## config.mk

```make
export PLATFORM = sky130hd
export DESIGN_NAME = tms_name_list
export DESIGN_NICKNAME = d
export VERILOG_FILES = /design/src/rtl/tms_pkg.sv /design/src/rtl/tms_name_list.sv
export SDC_FILE = /design/constraint.sdc
export NUM_CORES = 1
export LEC_CHECK = 0
export BUFFER_PORTS_ARGS = -buffer_cell sky130_fd_sc_hd__buf_2
export CORE_UTILIZATION = 66
export DETAILED_ROUTE_END_ITERATION = 6
export GPL_ROUTABILITY_DRIVEN = 0
export MAX_ROUTING_LAYER = met4
export PLACE_DENSITY = 0.95
export SETUP_SLACK_MARGIN = 0.02
export SLEW_MARGIN = 10
export SYNTH_ARGS = -nofsm -noshare
export SYNTH_HDL_FRONTEND = slang
export SYNTH_SLANG_ARGS = --single-unit
```

## constraint.sdc

```tcl
create_clock -name clk_i -period 4.2 [get_ports clk_i]
set_input_delay 0.84 -clock clk_i [delete_from_list [all_inputs] [get_ports clk_i]]
set_output_delay 0.84 -clock clk_i [all_outputs]
set_load 0.05 [all_outputs]
```

## src/rtl/tms_pkg.sv

```systemverilog
// Shared types, codes and the control store of the Turing machine step block.
package tms_pkg;

  localparam int NAME_SLOTS_DEF = 16;
  localparam int TAPE_CELLS_DEF = 256;

  localparam logic [7:0] CH_BLANK = 8'h20;
  localparam logic [7:0] CH_HALT  = 8'h48;
  localparam logic [7:0] CH_RIGHT = 8'h52;
  localparam logic [7:0] CH_LEFT  = 8'h4C;

  typedef enum logic [2:0] {
    MODE_ADD_STATE  = 3'd0,
    MODE_ADD_SYMBOL = 3'd1,
    MODE_SET_RULE   = 3'd2,
    MODE_WRITE_TAPE = 3'd3,
    MODE_SET_HEAD   = 3'd4,
    MODE_STEP       = 3'd5
  } tms_mode_e;

  typedef enum logic [2:0] {
    STAT_ACCEPTED     = 3'd0,
    STAT_STEPPED      = 3'd1,
    STAT_HALTED       = 3'd2,
    STAT_NO_RULE      = 3'd3,
    STAT_LIST_FULL    = 3'd4,
    STAT_NAME_UNKNOWN = 3'd5,
    STAT_HEAD_EDGE    = 3'd6
  } tms_status_e;

  typedef struct packed {
    logic [2:0] mode;
    logic [7:0] state_char;
    logic [7:0] symbol_char;
    logic [7:0] next_state_char;
    logic [7:0] next_symbol_char;
    logic [7:0] move_code;
    logic [7:0] tape_addr;
  } tms_in_t;

  typedef struct packed {
    logic [2:0] status;
    logic [7:0] head_position;
    logic [7:0] current_state_name;
    logic [7:0] read_symbol;
    logic [7:0] written_symbol;
  } tms_out_t;

  typedef struct packed {
    logic [7:0] next_state;
    logic [7:0] next_symbol;
    logic [7:0] move;
  } tms_rule_t;

  // status of one name list toward the sequencer
  typedef struct packed {
    logic       full;
    logic       hit;
    logic       slot_valid;
    logic [7:0] slot_name;
  } tms_list_stat_t;

  typedef enum logic [1:0] {
    PH_CLEAR = 2'd0,
    PH_IDLE  = 2'd1,
    PH_RUN   = 2'd2
  } tms_phase_e;

  typedef enum logic [3:0] {
    UOP_NOP         = 4'd0,
    UOP_ADD_STATE   = 4'd1,
    UOP_ADD_SYMBOL  = 4'd2,
    UOP_SET_RULE    = 4'd3,
    UOP_WRITE_TAPE  = 4'd4,
    UOP_SET_HEAD    = 4'd5,
    UOP_TAPE_RD     = 4'd6,
    UOP_RULE_RD     = 4'd7,
    UOP_RULE_CHECK  = 4'd8,
    UOP_STEP_COMMIT = 4'd9,
    UOP_EMIT        = 4'd10
  } tms_uop_e;

  typedef enum logic {
    STKEY_ITEM = 1'b0,
    STKEY_RULE = 1'b1
  } tms_stkey_e;

  typedef enum logic {
    SYKEY_ITEM = 1'b0,
    SYKEY_READ = 1'b1
  } tms_sykey_e;

  typedef enum logic [1:0] {
    BR_NEXT   = 2'd0,
    BR_ERR    = 2'd1,
    BR_ALWAYS = 2'd2
  } tms_br_e;

  localparam int UPC_W = 4;
  typedef logic [UPC_W-1:0] tms_upc_t;

  localparam tms_upc_t UA_ADD_STATE   = 4'd0;
  localparam tms_upc_t UA_ADD_SYMBOL  = 4'd1;
  localparam tms_upc_t UA_RULE_MATCH  = 4'd2;
  localparam tms_upc_t UA_RULE_SET    = 4'd3;
  localparam tms_upc_t UA_WRITE_TAPE  = 4'd4;
  localparam tms_upc_t UA_HEAD_MATCH  = 4'd5;
  localparam tms_upc_t UA_HEAD_SET    = 4'd6;
  localparam tms_upc_t UA_STEP_READ   = 4'd7;
  localparam tms_upc_t UA_STEP_SYM    = 4'd8;
  localparam tms_upc_t UA_STEP_RULE   = 4'd9;
  localparam tms_upc_t UA_STEP_CHECK  = 4'd10;
  localparam tms_upc_t UA_STEP_COMMIT = 4'd11;
  localparam tms_upc_t UA_EMIT        = 4'd12;

  typedef struct packed {
    tms_uop_e   uop;
    tms_stkey_e st_key;
    tms_sykey_e sy_key;
    tms_br_e    br;
    tms_upc_t   target;
  } tms_uword_t;

  function automatic tms_uword_t uw(tms_uop_e op, tms_stkey_e sk, tms_sykey_e yk,
                                    tms_br_e br, tms_upc_t tgt);
    tms_uword_t w;
    w.uop    = op;
    w.st_key = sk;
    w.sy_key = yk;
    w.br     = br;
    w.target = tgt;
    return w;
  endfunction

  // control store: one word per micro-step
  function automatic tms_uword_t ucode(tms_upc_t addr);
    tms_uword_t w;
    case (addr)
      UA_ADD_STATE:   w = uw(UOP_ADD_STATE, STKEY_ITEM, SYKEY_ITEM, BR_ALWAYS, UA_EMIT);
      UA_ADD_SYMBOL:  w = uw(UOP_ADD_SYMBOL, STKEY_ITEM, SYKEY_ITEM, BR_ALWAYS, UA_EMIT);
      UA_RULE_MATCH:  w = uw(UOP_NOP, STKEY_ITEM, SYKEY_ITEM, BR_NEXT, UA_EMIT);
      UA_RULE_SET:    w = uw(UOP_SET_RULE, STKEY_ITEM, SYKEY_ITEM, BR_ALWAYS, UA_EMIT);
      UA_WRITE_TAPE:  w = uw(UOP_WRITE_TAPE, STKEY_ITEM, SYKEY_ITEM, BR_ALWAYS, UA_EMIT);
      UA_HEAD_MATCH:  w = uw(UOP_NOP, STKEY_ITEM, SYKEY_ITEM, BR_NEXT, UA_EMIT);
      UA_HEAD_SET:    w = uw(UOP_SET_HEAD, STKEY_ITEM, SYKEY_ITEM, BR_ALWAYS, UA_EMIT);
      UA_STEP_READ:   w = uw(UOP_TAPE_RD, STKEY_ITEM, SYKEY_ITEM, BR_NEXT, UA_EMIT);
      UA_STEP_SYM:    w = uw(UOP_NOP, STKEY_ITEM, SYKEY_READ, BR_NEXT, UA_EMIT);
      UA_STEP_RULE:   w = uw(UOP_RULE_RD, STKEY_ITEM, SYKEY_READ, BR_ERR, UA_EMIT);
      UA_STEP_CHECK:  w = uw(UOP_RULE_CHECK, STKEY_RULE, SYKEY_READ, BR_ERR, UA_EMIT);
      UA_STEP_COMMIT: w = uw(UOP_STEP_COMMIT, STKEY_RULE, SYKEY_READ, BR_ALWAYS, UA_EMIT);
      default:        w = uw(UOP_EMIT, STKEY_ITEM, SYKEY_ITEM, BR_NEXT, UA_EMIT);
    endcase
    return w;
  endfunction

  // entry point of the program for each mode
  function automatic tms_upc_t dispatch(logic [2:0] mode);
    tms_upc_t a;
    case (tms_mode_e'(mode))
      MODE_ADD_STATE:  a = UA_ADD_STATE;
      MODE_ADD_SYMBOL: a = UA_ADD_SYMBOL;
      MODE_SET_RULE:   a = UA_RULE_MATCH;
      MODE_WRITE_TAPE: a = UA_WRITE_TAPE;
      MODE_SET_HEAD:   a = UA_HEAD_MATCH;
      MODE_STEP:       a = UA_STEP_READ;
      default:         a = UA_EMIT;
    endcase
    return a;
  endfunction

endpackage

```

## src/rtl/tms_name_list.sv

```systemverilog
// Append-only name list with registered match vector and first-hit encoder.
module tms_name_list #(
  parameter int NAME_SLOTS = tms_pkg::NAME_SLOTS_DEF
) (
  input  logic                          clk_i,
  input  logic                          rst_ni,
  input  logic                          add_i,
  input  logic [7:0]                    add_char_i,
  input  logic [7:0]                    key_i,
  input  logic [$clog2(NAME_SLOTS)-1:0] slot_idx_i,
  output tms_pkg::tms_list_stat_t       stat_o,
  output logic [$clog2(NAME_SLOTS)-1:0] hit_idx_o
);
  import tms_pkg::*;

  localparam int IDX_W = $clog2(NAME_SLOTS);
  localparam int CNT_W = $clog2(NAME_SLOTS + 1);

  logic [7:0]            names_q [NAME_SLOTS];
  logic [CNT_W-1:0]      count_q;
  logic [NAME_SLOTS-1:0] hit_vec_q;
  logic                  full;
  logic                  slot_valid;

  assign full       = (count_q == CNT_W'(NAME_SLOTS));
  assign slot_valid = (CNT_W'(slot_idx_i) < count_q);

  always_ff @(posedge clk_i or negedge rst_ni) begin
    if (!rst_ni) begin
      count_q <= '0;
    end else if (add_i && !full) begin
      count_q <= count_q + CNT_W'(1);
    end
  end

  always_ff @(posedge clk_i) begin
    if (add_i && !full) begin
      names_q[count_q[IDX_W-1:0]] <= add_char_i;
    end
  end

  // compare every registered entry against the key, register the hits
  always_ff @(posedge clk_i) begin
    for (int i = 0; i < NAME_SLOTS; i++) begin
      hit_vec_q[i] <= (CNT_W'(i) < count_q) && (names_q[i] == key_i);
    end
  end

  // lowest hit wins
  always_comb begin
    hit_idx_o = '0;
    for (int i = NAME_SLOTS - 1; i >= 0; i--) begin
      if (hit_vec_q[i]) begin
        hit_idx_o = IDX_W'(i);
      end
    end
  end

  always_comb begin
    stat_o.full       = full;
    stat_o.hit        = |hit_vec_q;
    stat_o.slot_valid = slot_valid;
    stat_o.slot_name  = slot_valid ? names_q[slot_idx_i] : CH_BLANK;
  end

endmodule

```

After elaboration in Yosys (flattened, before gate mapping)
Memories as Yosys holds them, arrays and structs flattened.
Index checks and enable logic that the tools add are counted.
{ "word_totals": {"ff_bits": 21, "ram_bits": 128, "mem_count": 1} }
{ "mem_list": {"columns": ["memory", "depth", "word_bits", "read_ports", "rd_ports_with_merged_regs", "wr", "line", "text"], "rows": [
  ["names_q", 16, 8, 17, 0, 1, "tms_name_list.sv:19", "logic [7:0] names_q [NAME_SLOTS];"]
]} }
{ "op_classes": {"n_addsub": 1, "n_lt_le_gt_ge": 17, "eq_ne": 17, "n_mux": 19, "n_reduce_logical": 19} }
{ "op_table": {"columns": ["op", "count"], "rows": [
  ["equality test 8 bit", 16],
  ["two-way mux 4 bit", 16],
  ["< comparator 4 x 5 -> 1 bit, first input constant", 8],
  ["< comparator 3 x 5 -> 1 bit, first input constant", 4],
  ["logical AND 1 bit", 17],
  ["OR reduction 16 bit", 1],
  ["< comparator 1 x 5 -> 1 bit, first input constant", 2],
  ["< comparator 2 x 5 -> 1 bit, first input constant", 2],
  ["two-way mux 8 bit", 1],
  ["adder 5 x 1 -> 5 bit, second input constant", 1],
  ["equality test 5 bit, second input constant", 1],
  ["< comparator 4 x 5 -> 1 bit", 1],
  ["two-way mux 1 bit", 2],
  ["zero test 1 bit", 1]
]} }

Depth between registers and ports, before layout
Gate-level depths: netlist of run 1.
{ "logic_depth": {"depth_word": 16, "depth_mapped": 8, "ltp_nobuf": 6} }

Worst setup path before layout of run 1
OpenSTA, ideal clock, no wires.
{ "synth_path": {"path_kind": "input to output", "startpoint": "in slot_idx_i[1]", "endpoint": "out stat_o[3] (netlist name)", "t_arrival_ns": 2.835, "required_ns": 3.360, "path_slack_ns": 0.525, "stages": 6, "path_buffers": 3, "cell_sequence": "buf_6 > buf_6 > buf_6 > mux4_2 > mux2i_1 > a211oi_1"} }
{ "synth_lines": {"columns": ["element", "line", "text"], "rows": [
  ["start: declaration", "tms_name_list.sv:10", "input logic [$clog2(NAME_SLOTS)-1:0] slot_idx_i,"],
  ["end: declaration", "tms_name_list.sv:11", "output tms_pkg::tms_list_stat_t stat_o,"]
]} }

==> results of run 1 <==
==> flip-flops by register name, summed over array words and instances, names as in the netlist <==
name / cells
names_q: 128
count_q: 5
hit_vec_q: 16
==> worst paths after layout <==
path                               start  slack, ns       endpoint
max                        slot_idx_i[0]       0.53      stat_o[5]
min                               rst_ni       0.24     count_q[1]
max reg2reg                   count_q[1]       1.55  names_q[2][3]
min reg2reg                names_q[0][0]       0.59   hit_vec_q[0]
max in group asynchronous         rst_ni       3.79     count_q[0]
min in group clk_i         names_q[0][0]       0.59   hit_vec_q[0]
==> worst max-delay path: stages <==
cell and delay (ns):
sky130_fd_sc_hd__buf_2 0.42, sky130_fd_sc_hd__buf_4 0.28, sky130_fd_sc_hd__nand2b_1 0.13, sky130_fd_sc_hd__a21o_1 0.13, sky130_fd_sc_hd__a211oi_1 0.08, sky130_fd_sc_hd__nor3_2 0.48
sky130_fd_sc_hd__or2_1 0.20, sky130_fd_sc_hd__buf_2 0.26
==> stage by stage <==
step / setup WS [ns] / power (mW)
floorplan: 0.525 / 2.60
global placement: 0.632 / 2.82
detailed placement: 0.593 / 2.86
CTS: 0.539 / 4.52
global route: 0.431 / 4.67
finish: 0.530 / 4.55
==> layout make-up <==
| type | instances | share of cell area |
|---|---|---|
| inverter | 9 | 0.00405 |
| timing repair buffer | 42 | 0.0267 |
| clock inverter | 9 | 0.0209 |
| multi-input combinational | 329 | 0.356 |
| sequential | 149 | 0.515 |
| clock buffer | 23 | 0.0562 |
| tap | 140 | 0.0210 |
==> synth_stat cells, drive strengths merged, types with 2 or more instances <==
| library cell | number | share of area |
|---|---|---|
| xnor2 | 94 | 0.11 |
| and2 | 12 | 0.010 |
| nand3 | 5 | 0.0033 |
| nor2 | 14 | 0.0070 |
| and3 | 7 | 0.0058 |
| ha | 7 | 0.012 |
| a21oi | 10 | 0.0067 |
| inv | 9 | 0.0045 |
| buf | 26 | 0.023 |
| or4 | 2 | 0.0020 |
| nor3 | 16 | 0.011 |
| mux4 | 32 | 0.097 |
| a211oi | 19 | 0.022 |
| edfxtp | 128 | 0.51 |
| nor4 | 10 | 0.0083 |
| nor2b | 9 | 0.0085 |
| nand4 | 22 | 0.018 |
| xor2 | 38 | 0.044 |
| dfxtp | 16 | 0.043 |
| o21ai | 2 | 0.0013 |
| o2111ai | 2 | 0.0023 |
| dfrtp | 5 | 0.017 |
| mux2i | 8 | 0.011 |
| nand2 | 8 | 0.0040 |
| clkbuf | 8 | 0.0040 |
==> power breakdown <==
part           switching (mW)  internal (mW)  leakage, nW
logic                   0.649          0.312         1.15
clock network           0.573           1.08        0.305
registers               0.171           1.76         1.34
total                    1.39           3.16         2.80
==> per-layer routing <==
metal / vias to the layer above / track usage / wire (µm)
met5: - / - / 0
met4: 0 / 0.202 / 1160
met3: 94 / 0.113 / 2420
met2: 422 / 0.566 / 9310
met1: 2371 / 0.458 / 6850
li1: 2010 / - / -
==> layout by cell type, fill, tap and decap left out, types with 4 or more instances in the layout <==
| cell type | netlist | final |
|---|---|---|
| sky130_fd_sc_hd__a211oi_1 | 15 | 15 |
| sky130_fd_sc_hd__a211oi_2 | 4 | 4 |
| sky130_fd_sc_hd__a21oi_1 | 10 | 10 |
| sky130_fd_sc_hd__and2_1 | 12 | 12 |
| sky130_fd_sc_hd__and3_1 | 7 | 7 |
| sky130_fd_sc_hd__buf_2 | 17 | 37 |
| sky130_fd_sc_hd__buf_4 | 4 | 5 |
| sky130_fd_sc_hd__bufinv_16 | 0 | 5 |
| sky130_fd_sc_hd__clkbuf_1 | 8 | 4 |
| sky130_fd_sc_hd__clkbuf_16 | 0 | 17 |
| sky130_fd_sc_hd__dfrtp_1 | 5 | 5 |
| sky130_fd_sc_hd__dfxtp_1 | 16 | 16 |
| sky130_fd_sc_hd__edfxtp_1 | 128 | 128 |
| sky130_fd_sc_hd__ha_1 | 7 | 7 |
| sky130_fd_sc_hd__inv_1 | 7 | 7 |
| sky130_fd_sc_hd__mux2i_1 | 8 | 8 |
| sky130_fd_sc_hd__mux4_2 | 30 | 30 |
| sky130_fd_sc_hd__nand2_1 | 8 | 8 |
| sky130_fd_sc_hd__nand3_1 | 5 | 5 |
| sky130_fd_sc_hd__nand4_1 | 22 | 22 |
| sky130_fd_sc_hd__nor2_1 | 14 | 14 |
| sky130_fd_sc_hd__nor2b_1 | 8 | 8 |
| sky130_fd_sc_hd__nor3_1 | 15 | 15 |
| sky130_fd_sc_hd__nor4_1 | 10 | 10 |
| sky130_fd_sc_hd__xnor2_1 | 94 | 94 |
| sky130_fd_sc_hd__xor2_1 | 38 | 38 |
==> kinds of logic after synthesis <==
family                     count (synthesis)
adders and majority gates                  7
buffers and inverters                     43
DFF                                      149
xor gates and xnor gates                 132
AOI/OAI and AO/OA                         42
and+or+nand+nor                          108
muxes                                     40
==> results.md, run 1 <==
* Fraction of layout cells with a size suffix above 1 at 0.191
* Detailed-route via count at 4897
* # fillers at 605
* IO buf count at 37
* Core area at 10900 µm²
* Wire length of the first global-routing pass at 29.7 mm
* HPWL after DPL at 12.9 mm
* Largest net degree at the start of global routing at 21
* Antenna viol nets, final at 0
* Synth async-reset ratio at 0.0336
* Hold WS at 0.243 ns
* Routed wire length at 19.8 mm
* Max-Slew Margin vs Limit at 0.480
* Area taken by flip-flops and latches at 4290 µm²
* Post-synth EDFFs at 128
* Width of the die at 109 µm
* Highest ir drop seen on vdd at 0.518 mV
* Global-route usage over all layers at 0.376
* TritonCTS Buffers at 17
* Multi-input combinational cell area at 2970 µm²
* Library cells used by synthesis at 44
* Flip-flop and latch count after synthesis at 149
* Count of buffers added by post-CTS timing repair for setup at 0
* Post-Syn Instances at 521
* Syn Nets at 551
* Power per Cell Area at 546 nW/µm²
* Cell count after placement at 669
* Number of H-tree branching levels at 4
* Final design utilization at 0.762
* Clock Pin Slew Worst Setup and Hold Paths at 0.06 ns
* Clock tree sinks at 149
* Final clock skew at 0.00989 ns
* First-pass DRT Iterations at 6
* Leakage component of the power at 2.80 nW
* WL per Instance at 28.2 µm
* Post-layout instance count excluding filler cells at 701
* Crit-path max FO at 20
* Hold buffers post-CTS at 0
* Portion of netlist area occupied by mux cells at 0.108
* Minimum period implied by the final worst setup slack at 3.67 ns
* Area of all placed cells without fillers at 8330 µm²
* Post-synthesis xor/xnor area fraction at 0.154
* Final count of negative-setup-slack endpoints at 0
* Final TNS setup at 0 ns
* Placement-stage cell area at 7690 µm²
* Synthesized area per cell at 14.4 µm²
* Layout Nets at 578
* Total congestion overflow at 0
* Logic depth of the worst register-to-register path at 5
* Max-slew violation count at 0
* Die outline height at 109 µm
* Crit Path Category: in -> out
* Endpoint type of the worst setup path: primary output
* Status: finished, final reports clean
* Largest family of logic cells by synthesized area: XOR/XNOR gates
* Clock latency of the later-clocked register in the worst-skew pair at 0.42 ns
* Unrepaired setup endpoints after global routing: false
* Type of the most critical hold path: in -> async
* Initial antenna violation count at 0
* Netlist area before placement at 7490 µm²
* Area enclosed by the die boundary at 11800 µm²
* Via density per instance at 6.99
* Vias in the first global route at 4955
* Portion of the post-synthesis area used by sequential elements at 0.572
* Data required time at the worst endpoint at 3.36 ns
* Initial DRC count at 567
* Top_reg_cell synth: sky130_fd_sc_hd__edfxtp_1
* Ys Warns at 0
* CTS root buf: sky130_fd_sc_hd__clkbuf_16
* CTS tree: yes
* Number of failing hold endpoints at the final stage at 0
* Initial core utilization at 0.685
* Simple-gate share of the synthesized area at 0.0813
* Worst path arrival time at 2.83 ns
* Slew of the pin with the lowest slew margin at 0.773 ns
* Number of core rows at 38
* Compound-Gate Fraction of Synth Area at 0.0412
* Number of primary I/O pins at 38
* Post-synthesis to final-layout area growth at 11.2%
* Resized cells post-CTS at 0
* Max-capacitance violation count at 0
* Achievable frequency at 272 MHz
* Final Cycle Share at 0.874
* Maximum number of buffers from clock root to sink at 2
* CP Launch Type: input pin
* Residual DRC count at 0
* Adder-cell area share of the yosys netlist at 0.0117
* Ant diodes at 0
No activity file was read; power rests on OpenSTA's default activity.
==> run 2, diff against run 1 <==
--- a/config.mk
+++ b/config.mk
@@ -9,8 +9,9 @@
 export CORE_UTILIZATION = 66
 export DETAILED_ROUTE_END_ITERATION = 6
 export GPL_ROUTABILITY_DRIVEN = 0
+export GPL_TIMING_DRIVEN = 0
 export MAX_ROUTING_LAYER = met4
-export PLACE_DENSITY = 0.95
+export PLACE_DENSITY = 0.82
 export SETUP_SLACK_MARGIN = 0.02
 export SLEW_MARGIN = 10
 export SYNTH_ARGS = -nofsm -noshare
==> results.md, run 2 (synthesis results as in run 1) <==
* Width of the die at 109 µm (unchanged)
* Maximum number of buffers from clock root to sink at 2 (unchanged)
* Area enclosed by the die boundary at 11800 µm² (unchanged)
* CTS tree: yes (unchanged)
* Cell at the slowest stage of the critical path: sky130_fd_sc_hd__dfrtp_1 (was sky130_fd_sc_hd__nor3_2)
* Initial core utilization at 0.685 (unchanged)
* Final TNS setup at 0 ns (unchanged)
* Most frequent cells in the layout: sky130_fd_sc_hd__edfxtp_1, sky130_fd_sc_hd__xnor2_1, sky130_fd_sc_hd__buf_2 (was sky130_fd_sc_hd__edfxtp_1, sky130_fd_sc_hd__xnor2_1, sky130_fd_sc_hd__xor2_1)
* Max-capacitance violation count at 0 (unchanged)
* Area of all placed cells without fillers at 8390 µm² (was 8330 µm²)
* Worst-path cell chain: buf_2, inv_1, ha_1, a21o_1, a211oi_1, nor3_2, a211oi_1, buf_2 (was buf_2, buf_4, nand2b_1, a21o_1, a211oi_1, nor3_2, or2_1, buf_2)
* Clock tree sinks at 149 (unchanged)
* Max-slew violation count at 0 (unchanged)
* Initial DRC count at 547 (was 567)
* Number of primary I/O pins at 38 (unchanged)
* Detailed-route via count at 4837 (was 4897)
* Via density per instance at 6.70 (was 6.99)
* Slowest stage delay, CP at 0.38 ns (was 0.48 ns)
* Most common cell after layout, fill and taps aside: sky130_fd_sc_hd__edfxtp_1 (unchanged)
* Achievable frequency at 273 MHz (was 272 MHz)
* Clock Pin Slew Worst Setup and Hold Paths at 0.06 ns (about the same)
* CP Launch Type: flip-flop (was input pin)
* Layout Nets at 598 (was 578)
* Status: finished, final reports clean (unchanged)
* Core area at 10900 µm² (unchanged)
* Antenna viol nets, final at 0 (unchanged)
* Launch point of the critical path: count_q[1] (was slot_idx_i[0])
* CTS root buf: sky130_fd_sc_hd__clkbuf_16 (unchanged)
* Final design utilization at 0.767 (was 0.762)
* Clock latency of the later-clocked register in the worst-skew pair at 0.42 ns (about the same)
* Residual DRC count at 0 (unchanged)
* Number of failing hold endpoints at the final stage at 0 (unchanged)
* Placement-stage cell area at 7810 µm² (was 7690 µm²)
* First-pass DRT Iterations at 5 (was 6)
* Crit Path Category: reg -> out (was in -> out)
* Final Cycle Share at 0.871 (was 0.874)
* Cell count after placement at 689 (was 669)
* Die outline height at 109 µm (unchanged)
* Reg-to-reg critical path endpoint: names_q[3][2] (was names_q[2][3])
* Resized cells post-CTS at 0 (unchanged)
* Largest net degree at the start of global routing at 17 (was 21)
* Count of buffers added by post-CTS timing repair for setup at 0 (unchanged)
* Number of core rows at 38 (unchanged)
* Routed wire length at 19.9 mm (was 19.8 mm)
* Leakage component of the power at 2.85 nW (was 2.80 nW)
* # fillers at 684 (was 605)
* Hold buffers post-CTS at 0 (unchanged)
* Max-Slew Margin vs Limit at 0.466 (was 0.480)
* Critical path buffers and inverters at 3 (unchanged)
* Final count of negative-setup-slack endpoints at 0 (unchanged)
* Type of the most critical hold path: in -> async (unchanged)
* Total power at 4.37 mW (was 4.55 mW)
* Number of H-tree branching levels at 4 (unchanged)
* Highest ir drop seen on vdd at 0.341 mV (was 0.518 mV)
* Slew of the pin with the lowest slew margin at 0.801 ns (was 0.773 ns)
* Endpoint type of the worst setup path: primary output (unchanged)
* Max FFs per register at 128 (unchanged)
* Wire length of the first global-routing pass at 29.4 mm (was 29.7 mm)
* Crit-path max FO at 9 (was 20)
* Post-synthesis to final-layout area growth at 11.9% (was 11.2%)
* Final clock skew at 0.00881 ns (was 0.00989 ns)
* Global-route usage over all layers at 0.381 (was 0.376)
* IO buf count at 28 (was 37)
* TritonCTS Buffers at 17 (unchanged)
* HPWL after DPL at 13.6 mm (was 12.9 mm)
* WL per Instance at 27.6 µm (was 28.2 µm)
* Post-layout instance count excluding filler cells at 722 (was 701)
* Power per Cell Area at 521 nW/µm² (was 546 nW/µm²)
* Startpoint of the lowest-slack register-to-register path: count_q[0] (was count_q[1])
* Reg-to-reg setup timing slack at 1.57 ns (was 1.55 ns)
* Initial antenna violation count at 1 (was 0)
* Vias in the first global route at 4858 (was 4955)
* Total congestion overflow at 0 (unchanged)
* Unrepaired setup endpoints after global routing: false (unchanged)
* Minimum period implied by the final worst setup slack at 3.66 ns (was 3.67 ns)
* Data required time at the worst endpoint at 3.36 ns (about the same)
* Logic depth of the worst register-to-register path at 5 (unchanged)
* Worst path arrival time at 2.82 ns (was 2.83 ns)
* Fraction of layout cells with a size suffix above 1 at 0.208 (was 0.191)
* Largest delay contributor family on the critical path: buffers and inverters (unchanged)
-- run 2: stage by stage --
step | hold WS [ns] | worst slack [ns]
detailed placement | 0.591 | 0.656
floorplan | 0.542 | 0.525
global route | 0.239 | 0.435
CTS | 0.235 | 0.617
finish | 0.234 | 0.542
global placement | 0.591 | 0.631
-- run 2: layout make-up --
cell class	count	area [µm²]	share of cell area
diodes	1	2.50	0.000298
plain buffers	34	201	0.0240
clock buffers	23	512	0.0610
clock inverters	9	62.6	0.00746
inverters	9	33.8	0.00403
multi-input cells	329	2970	0.354
flip-flops and latches	149	4290	0.511
well taps	140	175	0.0209
repair buffers	28	140	0.0167
-- run 2: how the worst max path moves through the flow --
stage	to	slack, ns	depth (start not counted)
floorplan	stat_o[3]	0.53	6
global placement	stat_o[2]	0.63	8
detailed placement	stat_o[2]	0.66	8
CTS	stat_o[1]	0.62	8
global route	stat_o[1]	0.43	8
finish	stat_o[1]	0.54	8
-- run 2: per-layer routing --
layer | vias to the layer above | track usage | wire length [µm]
met5 | - | - | 0
met4 | 0 | 0.201 | 1110
met3 | 75 | 0.0723 | 2280
met2 | 334 | 0.571 | 9420
met1 | 2375 | 0.497 | 7140
li1 | 2053 | - | -
-- run 2: power breakdown --
part	internal [mW]	total [mW]	switching, mW	leakage (nW)
logic	0.340	1.06	0.720	1.22
registers	1.76	1.86	0.0983	1.34
clock network	0.862	1.45	0.585	0.284
total	2.96	4.37	1.40	2.85
